**config.mk**
```make
export PLATFORM = sky130hd
export DESIGN_NAME = tlv_message_parser_core_flat
export DESIGN_NICKNAME = d
export VERILOG_FILES = /design/src/hdl/tlvmp_pkg.sv /design/src/hdl/tlvmp_intf.sv /design/src/hdl/tlv_message_parser_core.sv /design/src/hdl/tlvmp_cfg_regs.sv /design/src/hdl/tlvmp_parser.sv /design/src/hdl/tlvmp_result_fifo.sv /design/src/flat_wrapper.sv
export SDC_FILE = /design/constraint.sdc
export NUM_CORES = 2
export LEC_CHECK = 0
export BUFFER_PORTS_ARGS = -buffer_cell sky130_fd_sc_hd__buf_4
export CORE_UTILIZATION = 55
export CTS_BUF_LIST = sky130_fd_sc_hd__clkbuf_16
export DETAILED_ROUTE_END_ITERATION = 16
export PLACE_DENSITY_LB_ADDON = 0.2
export SLEW_MARGIN = 10
export SYNTH_ARGS = -nofsm -noshare
export SYNTH_HDL_FRONTEND = slang
export SYNTH_HIERARCHICAL = 1
export SYNTH_SLANG_ARGS = --single-unit
```
**constraint.sdc**
```tcl
create_clock -name clk_i -period 15 [get_ports clk_i]
set_clock_uncertainty 0.15 [all_clocks]
set_input_delay 2.25 -clock clk_i [delete_from_list [all_inputs] [get_ports clk_i]]
set_output_delay 2.25 -clock clk_i [all_outputs]
set_load 0.02 [all_outputs]
```
**src/hdl/tlvmp_pkg.sv**
```systemverilog
`default_nettype none
// ----------------------------------------------------------------------------
// tlvmp_pkg
// Shared types and constants of the type-length-value message parser.
// ----------------------------------------------------------------------------
package tlvmp_pkg;

  localparam int MAX_FIELD_IDS  = 16;
  localparam int HDR_BYTES      = 6;
  localparam int MASK_IDS       = 16;
  localparam int RES_FIFO_DEPTH = 4;

  // Configuration register indexes.
  localparam logic [1:0] REG_EXPECTED_TYPE    = 2'd0;
  localparam logic [1:0] REG_FIELD_VALID_MASK = 2'd1;
  localparam logic [1:0] REG_FIELD_TYPE_CODES = 2'd2;

  // Field type codes.
  localparam logic [2:0] CODE_INT32   = 3'd0;
  localparam logic [2:0] CODE_UINT32  = 3'd1;
  localparam logic [2:0] CODE_INT64   = 3'd2;
  localparam logic [2:0] CODE_UINT64  = 3'd3;
  localparam logic [2:0] CODE_STR     = 3'd4;
  localparam logic [2:0] CODE_BUF     = 3'd5;
  localparam logic [2:0] CODE_ARRAY   = 3'd6;
  localparam logic [2:0] CODE_MESSAGE = 3'd7;

  typedef enum logic [2:0] {
    PH_MSG_HDR,
    PH_FLD_HDR,
    PH_FLD_BODY,
    PH_DONE,
    PH_BAD_TYPE,
    PH_OVERRUN
  } phase_e;

  typedef enum logic [1:0] {
    KIND_INT,
    KIND_BUF_START,
    KIND_PAYLOAD,
    KIND_STATUS
  } res_kind_e;

  typedef enum logic [1:0] {
    ST_OK,
    ST_SHORT,
    ST_WRONG_TYPE,
    ST_OVERRUN
  } status_e;

  typedef struct packed {
    logic [15:0] expected_type;
    logic [15:0] field_valid_mask;
    logic [47:0] field_type_codes;
  } cfg_t;

  typedef struct packed {
    res_kind_e   kind;
    logic [3:0]  field_id;
    logic [2:0]  field_kind;
    logic [63:0] int_value;
    logic [23:0] field_length;
    logic [7:0]  payload_byte;
    logic        last_of_field;
    status_e     status;
    logic [15:0] set_mask;
    logic        last_result;
  } result_t;

endpackage
`default_nettype wire

```
**src/hdl/tlvmp_intf.sv**
```systemverilog
`default_nettype none
// ----------------------------------------------------------------------------
// tlvmp interfaces
// Byte input, result output and configuration write channels.
// ----------------------------------------------------------------------------
interface tlvmp_in_if;
  logic       valid;
  logic       ready;
  logic [7:0] data_byte;
  logic       end_of_buffer;

  modport source (output valid, data_byte, end_of_buffer, input ready);
  modport sink   (input valid, data_byte, end_of_buffer, output ready);
endinterface

interface tlvmp_out_if;
  logic        valid;
  logic        ready;
  logic [1:0]  kind;
  logic [3:0]  field_id;
  logic [2:0]  field_kind;
  logic [63:0] int_value;
  logic [23:0] field_length;
  logic [7:0]  payload_byte;
  logic        last_of_field;
  logic [1:0]  status;
  logic [15:0] set_mask;
  logic        last_result;

  modport source (output valid, kind, field_id, field_kind, int_value, field_length,
                  payload_byte, last_of_field, status, set_mask, last_result,
                  input ready);
  modport sink   (input valid, kind, field_id, field_kind, int_value, field_length,
                  payload_byte, last_of_field, status, set_mask, last_result,
                  output ready);
endinterface

interface tlvmp_cfg_if;
  logic        valid;
  logic        ready;
  logic [1:0]  index;
  logic [47:0] data;

  modport source (output valid, index, data, input ready);
  modport sink   (input valid, index, data, output ready);
endinterface
`default_nettype wire

```
**src/hdl/tlv_message_parser_core.sv**
```systemverilog
`default_nettype none
// ----------------------------------------------------------------------------
// tlv_message_parser_core
// Type-length-value message deframer, one wire byte per transfer.
// ----------------------------------------------------------------------------
// The block takes one byte per clock cycle while input ready is high. Each
// byte is parsed in the cycle of its transfer and its results (none, one,
// or a field result followed by the message status) enter a four-entry
// registered result queue that offers them in order. The output gives one
// result per cycle while output ready is high, so the sustained rate is
// one byte per cycle as long as bytes bring at most one result on average;
// input ready drops while the queue has fewer than two free entries. No
// clearing pass is needed after reset. Configuration writes are taken at any
// time with ready held high and must only be made while the block is idle.
module tlv_message_parser_core #(
  parameter int MaxFieldIds = tlvmp_pkg::MAX_FIELD_IDS
) (
  input  wire logic     clk_i,
  input  wire logic     rst_ni,
  tlvmp_in_if.sink      in_i,
  tlvmp_out_if.source   out_o,
  tlvmp_cfg_if.sink     cfg_i
);

  tlvmp_pkg::cfg_t    cfg;
  tlvmp_pkg::result_t res0, res1, head;
  logic [1:0]         res_cnt;
  logic               room, take, q_valid;

  assign in_i.ready = room;
  assign take       = in_i.valid && room;

  tlvmp_cfg_regs u_cfg_regs (
    .clk_i  (clk_i),
    .rst_ni (rst_ni),
    .cfg    (cfg_i),
    .cfg_o  (cfg)
  );

  tlvmp_parser #(
    .MaxFieldIds (MaxFieldIds)
  ) u_parser (
    .clk_i       (clk_i),
    .rst_ni      (rst_ni),
    .cfg_i       (cfg),
    .take_i      (take),
    .data_byte_i (in_i.data_byte),
    .eob_i       (in_i.end_of_buffer),
    .res_cnt_o   (res_cnt),
    .res0_o      (res0),
    .res1_o      (res1)
  );

  tlvmp_result_fifo u_result_fifo (
    .clk_i      (clk_i),
    .rst_ni     (rst_ni),
    .push_cnt_i (take ? res_cnt : 2'd0),
    .push0_i    (res0),
    .push1_i    (res1),
    .room_o     (room),
    .valid_o    (q_valid),
    .pop_i      (out_o.ready),
    .head_o     (head)
  );

  assign out_o.valid         = q_valid;
  assign out_o.kind          = head.kind;
  assign out_o.field_id      = head.field_id;
  assign out_o.field_kind    = head.field_kind;
  assign out_o.int_value     = head.int_value;
  assign out_o.field_length  = head.field_length;
  assign out_o.payload_byte  = head.payload_byte;
  assign out_o.last_of_field = head.last_of_field;
  assign out_o.status        = head.status;
  assign out_o.set_mask      = head.set_mask;
  assign out_o.last_result   = head.last_result;

endmodule
`default_nettype wire

```
**src/hdl/tlvmp_cfg_regs.sv**
```systemverilog
`default_nettype none
// ----------------------------------------------------------------------------
// tlvmp_cfg_regs
// Configuration registers: expected message type, valid ids, type codes.
// ----------------------------------------------------------------------------
module tlvmp_cfg_regs (
  input  wire logic        clk_i,
  input  wire logic        rst_ni,
  tlvmp_cfg_if.sink        cfg,
  output tlvmp_pkg::cfg_t  cfg_o
);

  tlvmp_pkg::cfg_t cfg_q;

  assign cfg.ready = 1'b1;
  assign cfg_o     = cfg_q;

  always_ff @(posedge clk_i or negedge rst_ni) begin
    if (!rst_ni) begin
      cfg_q <= '0;
    end else if (cfg.valid) begin
      case (cfg.index)
        tlvmp_pkg::REG_EXPECTED_TYPE:    cfg_q.expected_type    <= cfg.data[15:0];
        tlvmp_pkg::REG_FIELD_VALID_MASK: cfg_q.field_valid_mask <= cfg.data[15:0];
        tlvmp_pkg::REG_FIELD_TYPE_CODES: cfg_q.field_type_codes <= cfg.data;
        default: ;
      endcase
    end
  end

endmodule
`default_nettype wire

```
**src/hdl/tlvmp_parser.sv**
```systemverilog
`default_nettype none
// ----------------------------------------------------------------------------
// tlvmp_parser
// Per-byte parse state and generation of up to two results per byte.
// ----------------------------------------------------------------------------
module tlvmp_parser #(
  parameter int MaxFieldIds = tlvmp_pkg::MAX_FIELD_IDS
) (
  input  wire logic              clk_i,
  input  wire logic              rst_ni,
  input  tlvmp_pkg::cfg_t        cfg_i,
  input  wire logic              take_i,
  input  wire logic [7:0]        data_byte_i,
  input  wire logic              eob_i,
  output logic [1:0]             res_cnt_o,
  output tlvmp_pkg::result_t     res0_o,
  output tlvmp_pkg::result_t     res1_o
);

  localparam int IdLimit =
    (MaxFieldIds < tlvmp_pkg::MASK_IDS) ? MaxFieldIds : tlvmp_pkg::MASK_IDS;

  tlvmp_pkg::phase_e phase_q, phase_d;
  logic [31:0] offs_q, offs_d, offs_n;
  logic [31:0] body_len_q, body_len_d;
  logic [32:0] body_end_q, body_end_d;
  logic [15:0] hdr_shift_q, hdr_shift_d;
  logic [2:0]  sub_cnt_q, sub_cnt_d;
  logic [15:0] cur_id_q, cur_id_d;
  logic [7:0]  cur_wt_q, cur_wt_d;
  logic [23:0] cur_len_q, cur_len_d;
  logic [23:0] pay_cnt_q, pay_cnt_d;
  logic [63:0] acc_q, acc_d;
  logic        fld_acc_q, fld_acc_d;
  logic [15:0] rmask_q, rmask_d;

  logic        at_end;
  logic [32:0] remaining;
  logic [3:0]  idx;
  logic [2:0]  code;
  logic [3:0]  int_w;
  logic [23:0] pc_inc;
  logic        accept;
  logic        fres_v;
  tlvmp_pkg::result_t fres, sres;

  always_comb begin
    phase_d     = phase_q;
    offs_d      = offs_q;
    body_len_d  = body_len_q;
    hdr_shift_d = hdr_shift_q;
    sub_cnt_d   = sub_cnt_q;
    cur_id_d    = cur_id_q;
    cur_wt_d    = cur_wt_q;
    cur_len_d   = cur_len_q;
    pay_cnt_d   = pay_cnt_q;
    acc_d       = acc_q;
    fld_acc_d   = fld_acc_q;
    rmask_d     = rmask_q;
    fres_v      = 1'b0;
    fres        = '0;
    sres        = '0;
    accept      = 1'b0;
    idx         = 4'd0;
    code        = 3'd0;
    int_w       = 4'd4;
    pc_inc      = pay_cnt_q + 24'd1;
    remaining   = '0;

    // The offset saturates so that a body that cannot complete ends as short.
    offs_n = (offs_q == 32'hFFFF_FFFF) ? offs_q : offs_q + 32'd1;
    offs_d = offs_n;
    at_end = {1'b0, offs_n} >= body_end_q;

    case (phase_q)
      tlvmp_pkg::PH_MSG_HDR: begin
        if (sub_cnt_q < 3'd4) begin
          body_len_d = {body_len_q[23:0], data_byte_i};
        end else begin
          hdr_shift_d = {hdr_shift_q[7:0], data_byte_i};
        end
        if (sub_cnt_q == 3'(tlvmp_pkg::HDR_BYTES - 1)) begin
          sub_cnt_d = 3'd0;
          if (hdr_shift_d != cfg_i.expected_type) begin
            phase_d = tlvmp_pkg::PH_BAD_TYPE;
          end else if (at_end) begin
            phase_d = tlvmp_pkg::PH_DONE;
          end else begin
            phase_d = tlvmp_pkg::PH_FLD_HDR;
          end
        end else begin
          sub_cnt_d = sub_cnt_q + 3'd1;
        end
      end

      tlvmp_pkg::PH_FLD_HDR: begin
        if (sub_cnt_q == 3'd0) begin
          cur_id_d  = '0;
          cur_len_d = '0;
        end
        if (sub_cnt_q < 3'd2) begin
          cur_id_d = {cur_id_d[7:0], data_byte_i};
        end else if (sub_cnt_q == 3'd2) begin
          cur_wt_d = data_byte_i;
        end else begin
          cur_len_d = {cur_len_d[15:0], data_byte_i};
        end
        if (sub_cnt_q != 3'(tlvmp_pkg::HDR_BYTES - 1)) begin
          sub_cnt_d = sub_cnt_q + 3'd1;
          if (at_end) phase_d = tlvmp_pkg::PH_OVERRUN;
        end else begin
          sub_cnt_d = 3'd0;
          pay_cnt_d = '0;
          acc_d     = '0;
          fld_acc_d = 1'b0;
          remaining = body_end_q - {1'b0, offs_n};
          if ({9'd0, cur_len_d} > remaining) begin
            phase_d = tlvmp_pkg::PH_OVERRUN;
          end else begin
            idx    = cur_id_d[3:0];
            code   = cfg_i.field_type_codes[idx*3 +: 3];
            int_w  = (code < tlvmp_pkg::CODE_INT64) ? 4'd4 : 4'd8;
            accept = (cur_id_d < 16'(IdLimit)) && cfg_i.field_valid_mask[idx] &&
                     (cur_wt_d == {5'd0, code});
            // An integer field shorter than its width is ignored.
            if (code <= tlvmp_pkg::CODE_UINT64 && cur_len_d < {20'd0, int_w}) begin
              accept = 1'b0;
            end
            if (accept && code >= tlvmp_pkg::CODE_STR) begin
              rmask_d = rmask_d | (16'd1 << idx);
              if (code <= tlvmp_pkg::CODE_BUF) begin
                fres_v            = 1'b1;
                fres.kind         = tlvmp_pkg::KIND_BUF_START;
                fres.field_length = cur_len_d;
              end
            end
            fld_acc_d = accept;
            if (cur_len_d == 24'd0) begin
              phase_d = at_end ? tlvmp_pkg::PH_DONE : tlvmp_pkg::PH_FLD_HDR;
            end else begin
              phase_d = tlvmp_pkg::PH_FLD_BODY;
            end
          end
        end
      end

      tlvmp_pkg::PH_FLD_BODY: begin
        code  = cur_wt_q[2:0];
        int_w = (code < tlvmp_pkg::CODE_INT64) ? 4'd4 : 4'd8;
        if (fld_acc_q) begin
          if (code <= tlvmp_pkg::CODE_UINT64) begin
            if (pay_cnt_q < {20'd0, int_w}) begin
              acc_d = {acc_q[55:0], data_byte_i};
              if (pc_inc == {20'd0, int_w}) begin
                rmask_d        = rmask_d | (16'd1 << cur_id_q[3:0]);
                fres_v         = 1'b1;
                fres.kind      = tlvmp_pkg::KIND_INT;
                fres.int_value = acc_d;
              end
            end
          end else if (code <= tlvmp_pkg::CODE_BUF) begin
            fres_v             = 1'b1;
            fres.kind          = tlvmp_pkg::KIND_PAYLOAD;
            fres.payload_byte  = data_byte_i;
            fres.last_of_field = (pc_inc == cur_len_q);
          end
        end
        pay_cnt_d = pc_inc;
        if (pc_inc >= cur_len_q) begin
          sub_cnt_d = 3'd0;
          phase_d   = at_end ? tlvmp_pkg::PH_DONE : tlvmp_pkg::PH_FLD_HDR;
        end
      end

      default: ;
    endcase

    fres.field_id   = cur_id_d[3:0];
    fres.field_kind = cur_wt_d[2:0];

    sres.kind     = tlvmp_pkg::KIND_STATUS;
    sres.set_mask = rmask_d;
    if (phase_d == tlvmp_pkg::PH_MSG_HDR || !at_end) begin
      sres.status = tlvmp_pkg::ST_SHORT;
    end else if (phase_d == tlvmp_pkg::PH_BAD_TYPE) begin
      sres.status = tlvmp_pkg::ST_WRONG_TYPE;
    end else if (phase_d == tlvmp_pkg::PH_OVERRUN) begin
      sres.status = tlvmp_pkg::ST_OVERRUN;
    end else begin
      sres.status = tlvmp_pkg::ST_OK;
    end

    // The last byte of a buffer restarts parsing from a clean state.
    if (eob_i) begin
      phase_d     = tlvmp_pkg::PH_MSG_HDR;
      offs_d      = '0;
      body_len_d  = '0;
      hdr_shift_d = '0;
      sub_cnt_d   = '0;
      cur_id_d    = '0;
      cur_wt_d    = '0;
      cur_len_d   = '0;
      pay_cnt_d   = '0;
      acc_d       = '0;
      fld_acc_d   = 1'b0;
      rmask_d     = '0;
    end
    body_end_d = {1'b0, body_len_d} + 33'(tlvmp_pkg::HDR_BYTES);
  end

  always_comb begin
    res0_o = fres_v ? fres : sres;
    res1_o = sres;
    res_cnt_o = {1'b0, fres_v} + {1'b0, eob_i};
    res0_o.last_result = !(fres_v && eob_i);
    res1_o.last_result = 1'b1;
  end

  always_ff @(posedge clk_i or negedge rst_ni) begin
    if (!rst_ni) begin
      phase_q     <= tlvmp_pkg::PH_MSG_HDR;
      offs_q      <= '0;
      body_len_q  <= '0;
      body_end_q  <= 33'(tlvmp_pkg::HDR_BYTES);
      hdr_shift_q <= '0;
      sub_cnt_q   <= '0;
      cur_id_q    <= '0;
      cur_wt_q    <= '0;
      cur_len_q   <= '0;
      pay_cnt_q   <= '0;
      acc_q       <= '0;
      fld_acc_q   <= 1'b0;
      rmask_q     <= '0;
    end else if (take_i) begin
      phase_q     <= phase_d;
      offs_q      <= offs_d;
      body_len_q  <= body_len_d;
      body_end_q  <= body_end_d;
      hdr_shift_q <= hdr_shift_d;
      sub_cnt_q   <= sub_cnt_d;
      cur_id_q    <= cur_id_d;
      cur_wt_q    <= cur_wt_d;
      cur_len_q   <= cur_len_d;
      pay_cnt_q   <= pay_cnt_d;
      acc_q       <= acc_d;
      fld_acc_q   <= fld_acc_d;
      rmask_q     <= rmask_d;
    end
  end

endmodule
`default_nettype wire

```
**src/hdl/tlvmp_result_fifo.sv**
```systemverilog
`default_nettype none
// ----------------------------------------------------------------------------
// tlvmp_result_fifo
// Result queue: takes up to two results per cycle, gives one per cycle when popped.
// ----------------------------------------------------------------------------
module tlvmp_result_fifo (
  input  wire logic          clk_i,
  input  wire logic          rst_ni,
  input  wire logic [1:0]    push_cnt_i,
  input  tlvmp_pkg::result_t push0_i,
  input  tlvmp_pkg::result_t push1_i,
  output logic               room_o,
  output logic               valid_o,
  input  wire logic          pop_i,
  output tlvmp_pkg::result_t head_o
);

  localparam int Depth = tlvmp_pkg::RES_FIFO_DEPTH;
  localparam int PtrW  = $clog2(Depth);
  localparam int CntW  = $clog2(Depth + 1);

  tlvmp_pkg::result_t mem_q [Depth];
  logic [PtrW-1:0] wr_q, rd_q;
  logic [CntW-1:0] cnt_q;
  logic            pop;

  // Room for a worst-case byte, which brings two results.
  assign room_o  = cnt_q <= CntW'(Depth - 2);
  assign valid_o = cnt_q != '0;
  assign pop     = pop_i && valid_o;
  assign head_o  = mem_q[rd_q];

  always_ff @(posedge clk_i) begin
    if (push_cnt_i != 2'd0) mem_q[wr_q] <= push0_i;
    if (push_cnt_i == 2'd2) mem_q[wr_q + PtrW'(1)] <= push1_i;
  end

  always_ff @(posedge clk_i or negedge rst_ni) begin
    if (!rst_ni) begin
      wr_q  <= '0;
      rd_q  <= '0;
      cnt_q <= '0;
    end else begin
      wr_q  <= wr_q + PtrW'(push_cnt_i);
      rd_q  <= rd_q + PtrW'(pop);
      cnt_q <= cnt_q + CntW'(push_cnt_i) - CntW'(pop);
    end
  end

endmodule
`default_nettype wire

```
**src/flat_wrapper.sv**
```systemverilog
// flat-port wrapper written by rule: the top's interface ports become plain ports
module tlv_message_parser_core_flat 
#(
  parameter int MaxFieldIds = tlvmp_pkg::MAX_FIELD_IDS
)
  (clk_i, rst_ni, in_i_valid, in_i_data_byte, in_i_end_of_buffer, in_i_ready, out_o_valid, out_o_kind, out_o_field_id, out_o_field_kind, out_o_int_value, out_o_field_length, out_o_payload_byte, out_o_last_of_field, out_o_status, out_o_set_mask, out_o_last_result, out_o_ready, cfg_i_valid, cfg_i_index, cfg_i_data, cfg_i_ready);
  tlvmp_in_if in_i_i ();
  tlvmp_out_if out_o_i ();
  tlvmp_cfg_if cfg_i_i ();
  input  wire logic clk_i;
  input  wire logic rst_ni;
  input wire logic [$bits(in_i_i.valid)-1:0] in_i_valid;
  input wire logic [$bits(in_i_i.data_byte)-1:0] in_i_data_byte;
  input wire logic [$bits(in_i_i.end_of_buffer)-1:0] in_i_end_of_buffer;
  output wire logic [$bits(in_i_i.ready)-1:0] in_i_ready;
  output wire logic [$bits(out_o_i.valid)-1:0] out_o_valid;
  output wire logic [$bits(out_o_i.kind)-1:0] out_o_kind;
  output wire logic [$bits(out_o_i.field_id)-1:0] out_o_field_id;
  output wire logic [$bits(out_o_i.field_kind)-1:0] out_o_field_kind;
  output wire logic [$bits(out_o_i.int_value)-1:0] out_o_int_value;
  output wire logic [$bits(out_o_i.field_length)-1:0] out_o_field_length;
  output wire logic [$bits(out_o_i.payload_byte)-1:0] out_o_payload_byte;
  output wire logic [$bits(out_o_i.last_of_field)-1:0] out_o_last_of_field;
  output wire logic [$bits(out_o_i.status)-1:0] out_o_status;
  output wire logic [$bits(out_o_i.set_mask)-1:0] out_o_set_mask;
  output wire logic [$bits(out_o_i.last_result)-1:0] out_o_last_result;
  input wire logic [$bits(out_o_i.ready)-1:0] out_o_ready;
  input wire logic [$bits(cfg_i_i.valid)-1:0] cfg_i_valid;
  input wire logic [$bits(cfg_i_i.index)-1:0] cfg_i_index;
  input wire logic [$bits(cfg_i_i.data)-1:0] cfg_i_data;
  output wire logic [$bits(cfg_i_i.ready)-1:0] cfg_i_ready;
  assign in_i_i.valid = in_i_valid;
  assign in_i_i.data_byte = in_i_data_byte;
  assign in_i_i.end_of_buffer = in_i_end_of_buffer;
  assign in_i_ready = in_i_i.ready;
  assign out_o_valid = out_o_i.valid;
  assign out_o_kind = out_o_i.kind;
  assign out_o_field_id = out_o_i.field_id;
  assign out_o_field_kind = out_o_i.field_kind;
  assign out_o_int_value = out_o_i.int_value;
  assign out_o_field_length = out_o_i.field_length;
  assign out_o_payload_byte = out_o_i.payload_byte;
  assign out_o_last_of_field = out_o_i.last_of_field;
  assign out_o_status = out_o_i.status;
  assign out_o_set_mask = out_o_i.set_mask;
  assign out_o_last_result = out_o_i.last_result;
  assign out_o_i.ready = out_o_ready;
  assign cfg_i_i.valid = cfg_i_valid;
  assign cfg_i_i.index = cfg_i_index;
  assign cfg_i_i.data = cfg_i_data;
  assign cfg_i_ready = cfg_i_i.ready;
  tlv_message_parser_core #(.MaxFieldIds(MaxFieldIds)) u_core (.clk_i(clk_i), .rst_ni(rst_ni), .in_i(in_i_i), .out_o(out_o_i), .cfg_i(cfg_i_i));
endmodule
```
# Word-level counts from Yosys, hierarchy flattened

Memory sizes are Yosys's and may differ from the RTL's.
Cells that the tools add are included.
Widths: inputs -> output; s select.

Add/sub/neg operators: 11
$mul: 1
Magnitude comparators: 17
Equal/unequal tests: 21
Shift operators: 3
Multiplexer cells: 111
Bitwise gates (word level): 2
Reductions and logical operators: 30

Operators by type and width:

| kind                  | number |
|---|---|
| $mux 64               | 5 |
| $mux 24               | 13 |
| $mux 56               | 5 |
| $mux 16               | 17 |
| $mux 32               | 5 |
| $mux 125              | 1 |
| $pmux 56 s2           | 1 |
| $lt 24x4->1           | 2 |
| $pmux 24 s2           | 1 |
| $shiftx 48x7->3       | 1 |
| $mux 8                | 5 |
| $mux 9                | 4 |
| $add 32x3->33 const B | 1 |
| $ge 32x33->1          | 1 |
| $gt 24x33->1          | 1 |
| $mux 3                | 11 |
| $sub 33x32->33        | 1 |
| $add 32x1->32 const B | 1 |
| $eq 32x32->1 const B  | 1 |
| $or 16x16->16         | 2 |
| $pmux 16 s2           | 1 |
| $shl 1x4->16 const A  | 2 |
| $mux 1                | 26 |
| $add 24x1->24 const B | 1 |
| 45 further kinds      | 87 |

Register bits: 351
Memory bits (writable): 500
Input port bits: 64
Logic and storage cells: 218
Memories kept: 1

Memory list:

| name                       | depth | bits a word | rd ports | clocked after Yosys merged registers in | write ports | RTL line                | text |
|---|---|---|---|---|---|---|---|
| u_core.u_result_fifo.mem_q | 4     | 125         | 1        | 0                                       | 2           | tlvmp_result_fifo.sv:22 | `tlvmp_pkg::result_t mem_q [Depth];` |

# Logic depth before layout (Yosys ltp)

Depth after elaboration: 24
Mapped depth: 43
Gate-level depth less buffers: 38

# Cells and area by module

The synthesis kept the hierarchy.

Modules (own cells, without submodules):

| module                  | instances | cells an instance | area an instance (µm²) | sequential area each (µm²) |
|---|---|---|---|---|
| tlvmp_result_fifo       | 1         | 1,254             | 24,881.4               | 15,189.6 |
| tlvmp_parser            | 1         | 2,303             | 19,336.0               | 6,558.8 |
| tlvmp_cfg_regs          | 1         | 172               | 3,010.4                | 2,001.9 |
| tlv_message_parser_core | 1         | 3                 | 18.8                   | 0.0 |

# Least setup slack after synthesis

Ideal clock, no wire load.

Path kind: reg2reg
Start point: reg u_core.u_parser.offs_q[6]
End point: mem u_core/u_result_fifo/mem_q[2][0] in the netlist's numbering (enable)
Setup time: 651 ps
Arrival: 13,285 ps
Path slack: 914 ps
Stages on the path, launching flop included: 38
Buffers on the path: 5
Clock period less this slack: 14,086 ps
Cells stage by stage: dfrtp_1 > clkbuf_1 > nand4_1 > or3_1 > nor4_1 > or2_2 > clkbuf_1 > nor2_1 > xnor2_1 > ha_1 > clkbuf_1 > o211ai_1 > a21oi_1 > nor2_1 > nor3_1 > nor2_1 > nor2_1 > nor2_1 > [... 2 more ...] > xor2_1 > ha_1 > nand4_1 > nor4_1 > o31ai_1 > o211ai_1 > o311ai_0 > nor4_1 > nand2_1 > nand3_2 > and2_1 > buf_2 > inv_2 > buf_4 > ha_1 > and3_1 > or3b_2 > a21oi_1

RTL lines:

| item                   | RTL line                | text |
|---|---|---|
| start, declared        | tlvmp_parser.sv:24      | `logic [31:0] offs_q, offs_d, offs_n;` |
| start signal, assigned | tlvmp_parser.sv:236     | `offs_q <= offs_d;` |
| end, declared          | tlvmp_result_fifo.sv:22 |  |

==> results.sh <==
export IMPL_firstDrtPassIters=6
export IMPL_hold_viol=0
export IMPL_placed_cell_area_um2=49000
export IMPL_p_sw_mw=3.12
export IMPL_syn_avg_cell_area_um2=12.7
export IMPL_clkLatencyLatePin_ns=0.66
export IMPL_rows=107
export IMPL_peakVddDrop_mv=0.112
export IMPL_multi_input_area_um2=21600
export IMPL_combinationalPowerShare=0.372
export IMPL_drtIter0Drc=2562
export IMPL_yosys_most_used_dff="edfxtp_1"
export IMPL_grt_max_degree=86
export IMPL_worstPathArrival_ns=10.62
export IMPL_rsz0062_at_grt="no"
export IMPL_fin_crit_ns=10.50
export IMPL_min_path_type="reg -> reg"
export IMPL_power_density_nw_per_um2=161
export IMPL_gp_congestion=0.971
export IMPL_cts_hold_buf=0
export IMPL_cts_buffers=91
export IMPL_drc_errors=0
export IMPL_final_setup_tns_ns=0
export IMPL_cts_sinks=849
export IMPL_fill_cells=6749
export IMPL_relSlewSlack=0.214
export IMPL_fin_area_um2=51900
export IMPL_ys_warn_count=6
export IMPL_max_freq_mhz=95.2
export IMPL_critical_path_buf_inv_count=3
export IMPL_areaGrowthSynthToFinish_pct=9.81
export IMPL_seq_area_um2=23800
export IMPL_yosys_cell_types_count=93
export IMPL_p_sw_frac=0.373
export IMPL_clockPowerShare=0.264
export IMPL_sequentialPowerShare=0.363
export IMPL_dr_total_vias=31100
export IMPL_core_um2=85100
export IMPL_start_kind="flop"
export IMPL_final_common_cell="edfxtp_1"
export IMPL_crit_family="simple AND/OR/NAND/NOR gates"
export IMPL_cp_max_fo=50
export IMPL_grt_use_total=0.277
export IMPL_status="finished, final reports clean"
export IMPL_max_stage_delay_ns=0.84
export IMPL_path_clk_slew_ns=0.06
export IMPL_worstPathRequired_ns=15.12
export IMPL_grt_antenna_before_repair=3
export IMPL_synthesis_instances=3732
export IMPL_min_period_over_period=0.700
export IMPL_routed_wl_um=121000
export IMPL_path_common_cell="nor4_1"
export IMPL_worst_pin_slew_ns=1.15
export IMPL_htreeDepth=3
export IMPL_postCtsSetupBuffers=0
export IMPL_mostFrequentLayoutCells="edfxtp_1, mux2_2, dfrtp_1, buf_4, nand2_1"
export IMPL_fin_nets=3976
export IMPL_postRouteAntennaNets=0
export IMPL_yosysSeqAreaShare=0.503
export IMPL_clockBufferDepth=3
export IMPL_post_cts_resized=0
export IMPL_overflow=0
export IMPL_drive_gt1_frac=0.264
export IMPL_path_class="reg -> reg"
export IMPL_dieHeight_um=295
export IMPL_grt_pass1_vias=30900
export IMPL_drv_cap=0
export IMPL_worst_path_max_delay_cell="a21oi_4"
export IMPL_place_hpwl_um=77600
export IMPL_p_leak_nw=20.9
export IMPL_fp_dieArea_um2=87100
export IMPL_pin_count=192
export IMPL_grt_pass1_wl_um=185000
export IMPL_start_util=0.555
export IMPL_synth_async_reset_ratio=0.411
export IMPL_setup_viol=0
export IMPL_internal_power_mw=5.24
export IMPL_ys_seq_elements=849
export IMPL_cts_root_buf="clkbuf_16"
export IMPL_wl_per_cell_um=23.9
export IMPL_synth_area_um2=47200
export IMPL_cts_tree="built"
export IMPL_synth_edf_count=500
export IMPL_slew_viol_final=0
export IMPL_port_buffers=190
export IMPL_cp_end_kind="flop"
export IMPL_viasPerCell=6.16
export IMPL_die_x_um=295
## routing by layer
| layer | track usage | wire length, um | vias to the layer above |
|---|---|---|---|
| met5 | 0 | 12 | - |
| met4 | 0.0758 | 2860 | 2 |
| met3 | 0.0374 | 7840 | 187 |
| met2 | 0.455 | 57900 | 1111 |
| met1 | 0.387 | 52000 | 15700 |
| li1 | - | - | 14100 |
## worst reg2reg max path: cells and delay by family (launching register included)
kind            cells  cell delay (ns)
simple gates       18             5.39
buf+inv             3             1.25
fa+ha+maj           3             1.10
flops               1             0.46
xor+xnor            2             0.25
compound gates      5             1.46
## power groups by stage
| stage | logic, mW | clock network [mW] | registers [mW] |
|---|---|---|---|
| 2_1_floorplan | 2.23 | 0 | 2.92 |
| 6_report | 3.11 | 2.21 | 3.04 |
| 3_5_place_dp | 3.09 | 0 | 3.08 |
| 3_3_place_gp | 3.08 | 0 | 3.07 |
| 4_1_cts | 3.10 | 2.24 | 3.04 |
| 5_1_grt | 3.35 | 2.34 | 3.07 |
## synthesized netlist by cell type (all sizes together), types with 64 or more instances
cell type,n,area [um2]
a21oi,166,831
a22o,96,841
and2,87,544
buf,208,1500
clkbuf,140,527
dfrtp,347,8680
edfxtp,500,15000
ha,90,1130
inv,93,349
mux2,589,7010
mux4,125,2820
nand2,218,818
nor2,186,701
o21ai,96,480
xnor2,65,569
xor2,64,561
## cell families after synthesis
family | Yosys count | synth area share
AO/OA/AOI/OAI | 663 | 0.0976
XOR/XNOR | 129 | 0.0239
adder cells (fa/ha/maj) | 92 | 0.0247
buffers and inverters | 441 | 0.0503
flip-flops | 849 | 0.503
multiplexers | 755 | 0.217
other | 3 | 0.000238
AND/OR/NAND/NOR | 800 | 0.0841
## state kept, by name, indices dropped and copies added (netlist names)
name,flops
u_core/u_parser/pay_cnt_q,24
u_core/u_parser/cur_wt_q,8
u_core/u_parser/acc_q,56
u_core/u_parser/hdr_shift_q,15
u_core/u_result_fifo/rd_q,2
u_core/u_result_fifo/wr_q,2
u_core/u_parser/cur_id_q,16
u_core/u_parser/body_len_q,32
u_core/u_result_fifo/mem_q,500
u_core/u_result_fifo/cnt_q,3
u_core/u_parser/rmask_q,16
u_core/u_cfg_regs/cfg_o,80
u_core/u_parser/offs_q,32
u_core/u_parser/cur_len_q,24
u_core/u_parser/fld_acc_q,1
u_core/u_parser/body_end_q,32
u_core/u_parser/sub_cnt_q,3
u_core/u_parser/phase_q,3
## area by class of cell
class / count / share of cell area
clock buffers: 92 / 0.0444
inverters: 93 / 0.00673
well taps: 1144 / 0.0276
diodes: 1 / 0.0000482
repair buffers: 238 / 0.0351
flip-flops and latches: 849 / 0.458
clock inverters: 78 / 0.0118
multi-input cells: 2547 / 0.416
## path summary, 6_finish.rpt
kind / slack (ns) / from / end / cells after the start
worst max-delay path: 4.50 / u_core/u_parser/offs_q[27] / u_core/u_result_fifo/mem_q[2][117] / 31
worst min-delay path: 0.33 / u_core/u_parser/acc_q[55] / u_core/u_parser/acc_q[55] / 2
worst max register to register: 4.50 / u_core/u_parser/offs_q[27] / u_core/u_result_fifo/mem_q[2][117] / 31
worst min register to register: 0.33 / u_core/u_parser/acc_q[55] / u_core/u_parser/acc_q[55] / 2
max in group asynchronous: 10.09 / rst_ni / u_core/u_parser/acc_q[2] / 4
min in group asynchronous: 1.43 / rst_ni / u_core/u_cfg_regs/cfg_o[35] / 1
## stage by stage
step / power [mW] / setup WS (ns) / util / std cells / hold slack [ns]
final: 8.36 / 4.50 / 0.609 / 5042 / 0.326
after global routing: 8.76 / 3.81 / 0.609 / 5041 / 0.349
after CTS: 8.39 / 4.58 / 0.609 / 5041 / 0.329
after detailed placement: 6.17 / 4.61 / 0.575 / 4871 / 0.316
after global placement: 6.15 / 4.83 / 0.575 / 4871 / 0.310
after floorplan: 5.14 / 0.914 / - / 3837 / 0.292
No activity file was read; power rests on OpenSTA's default activity.
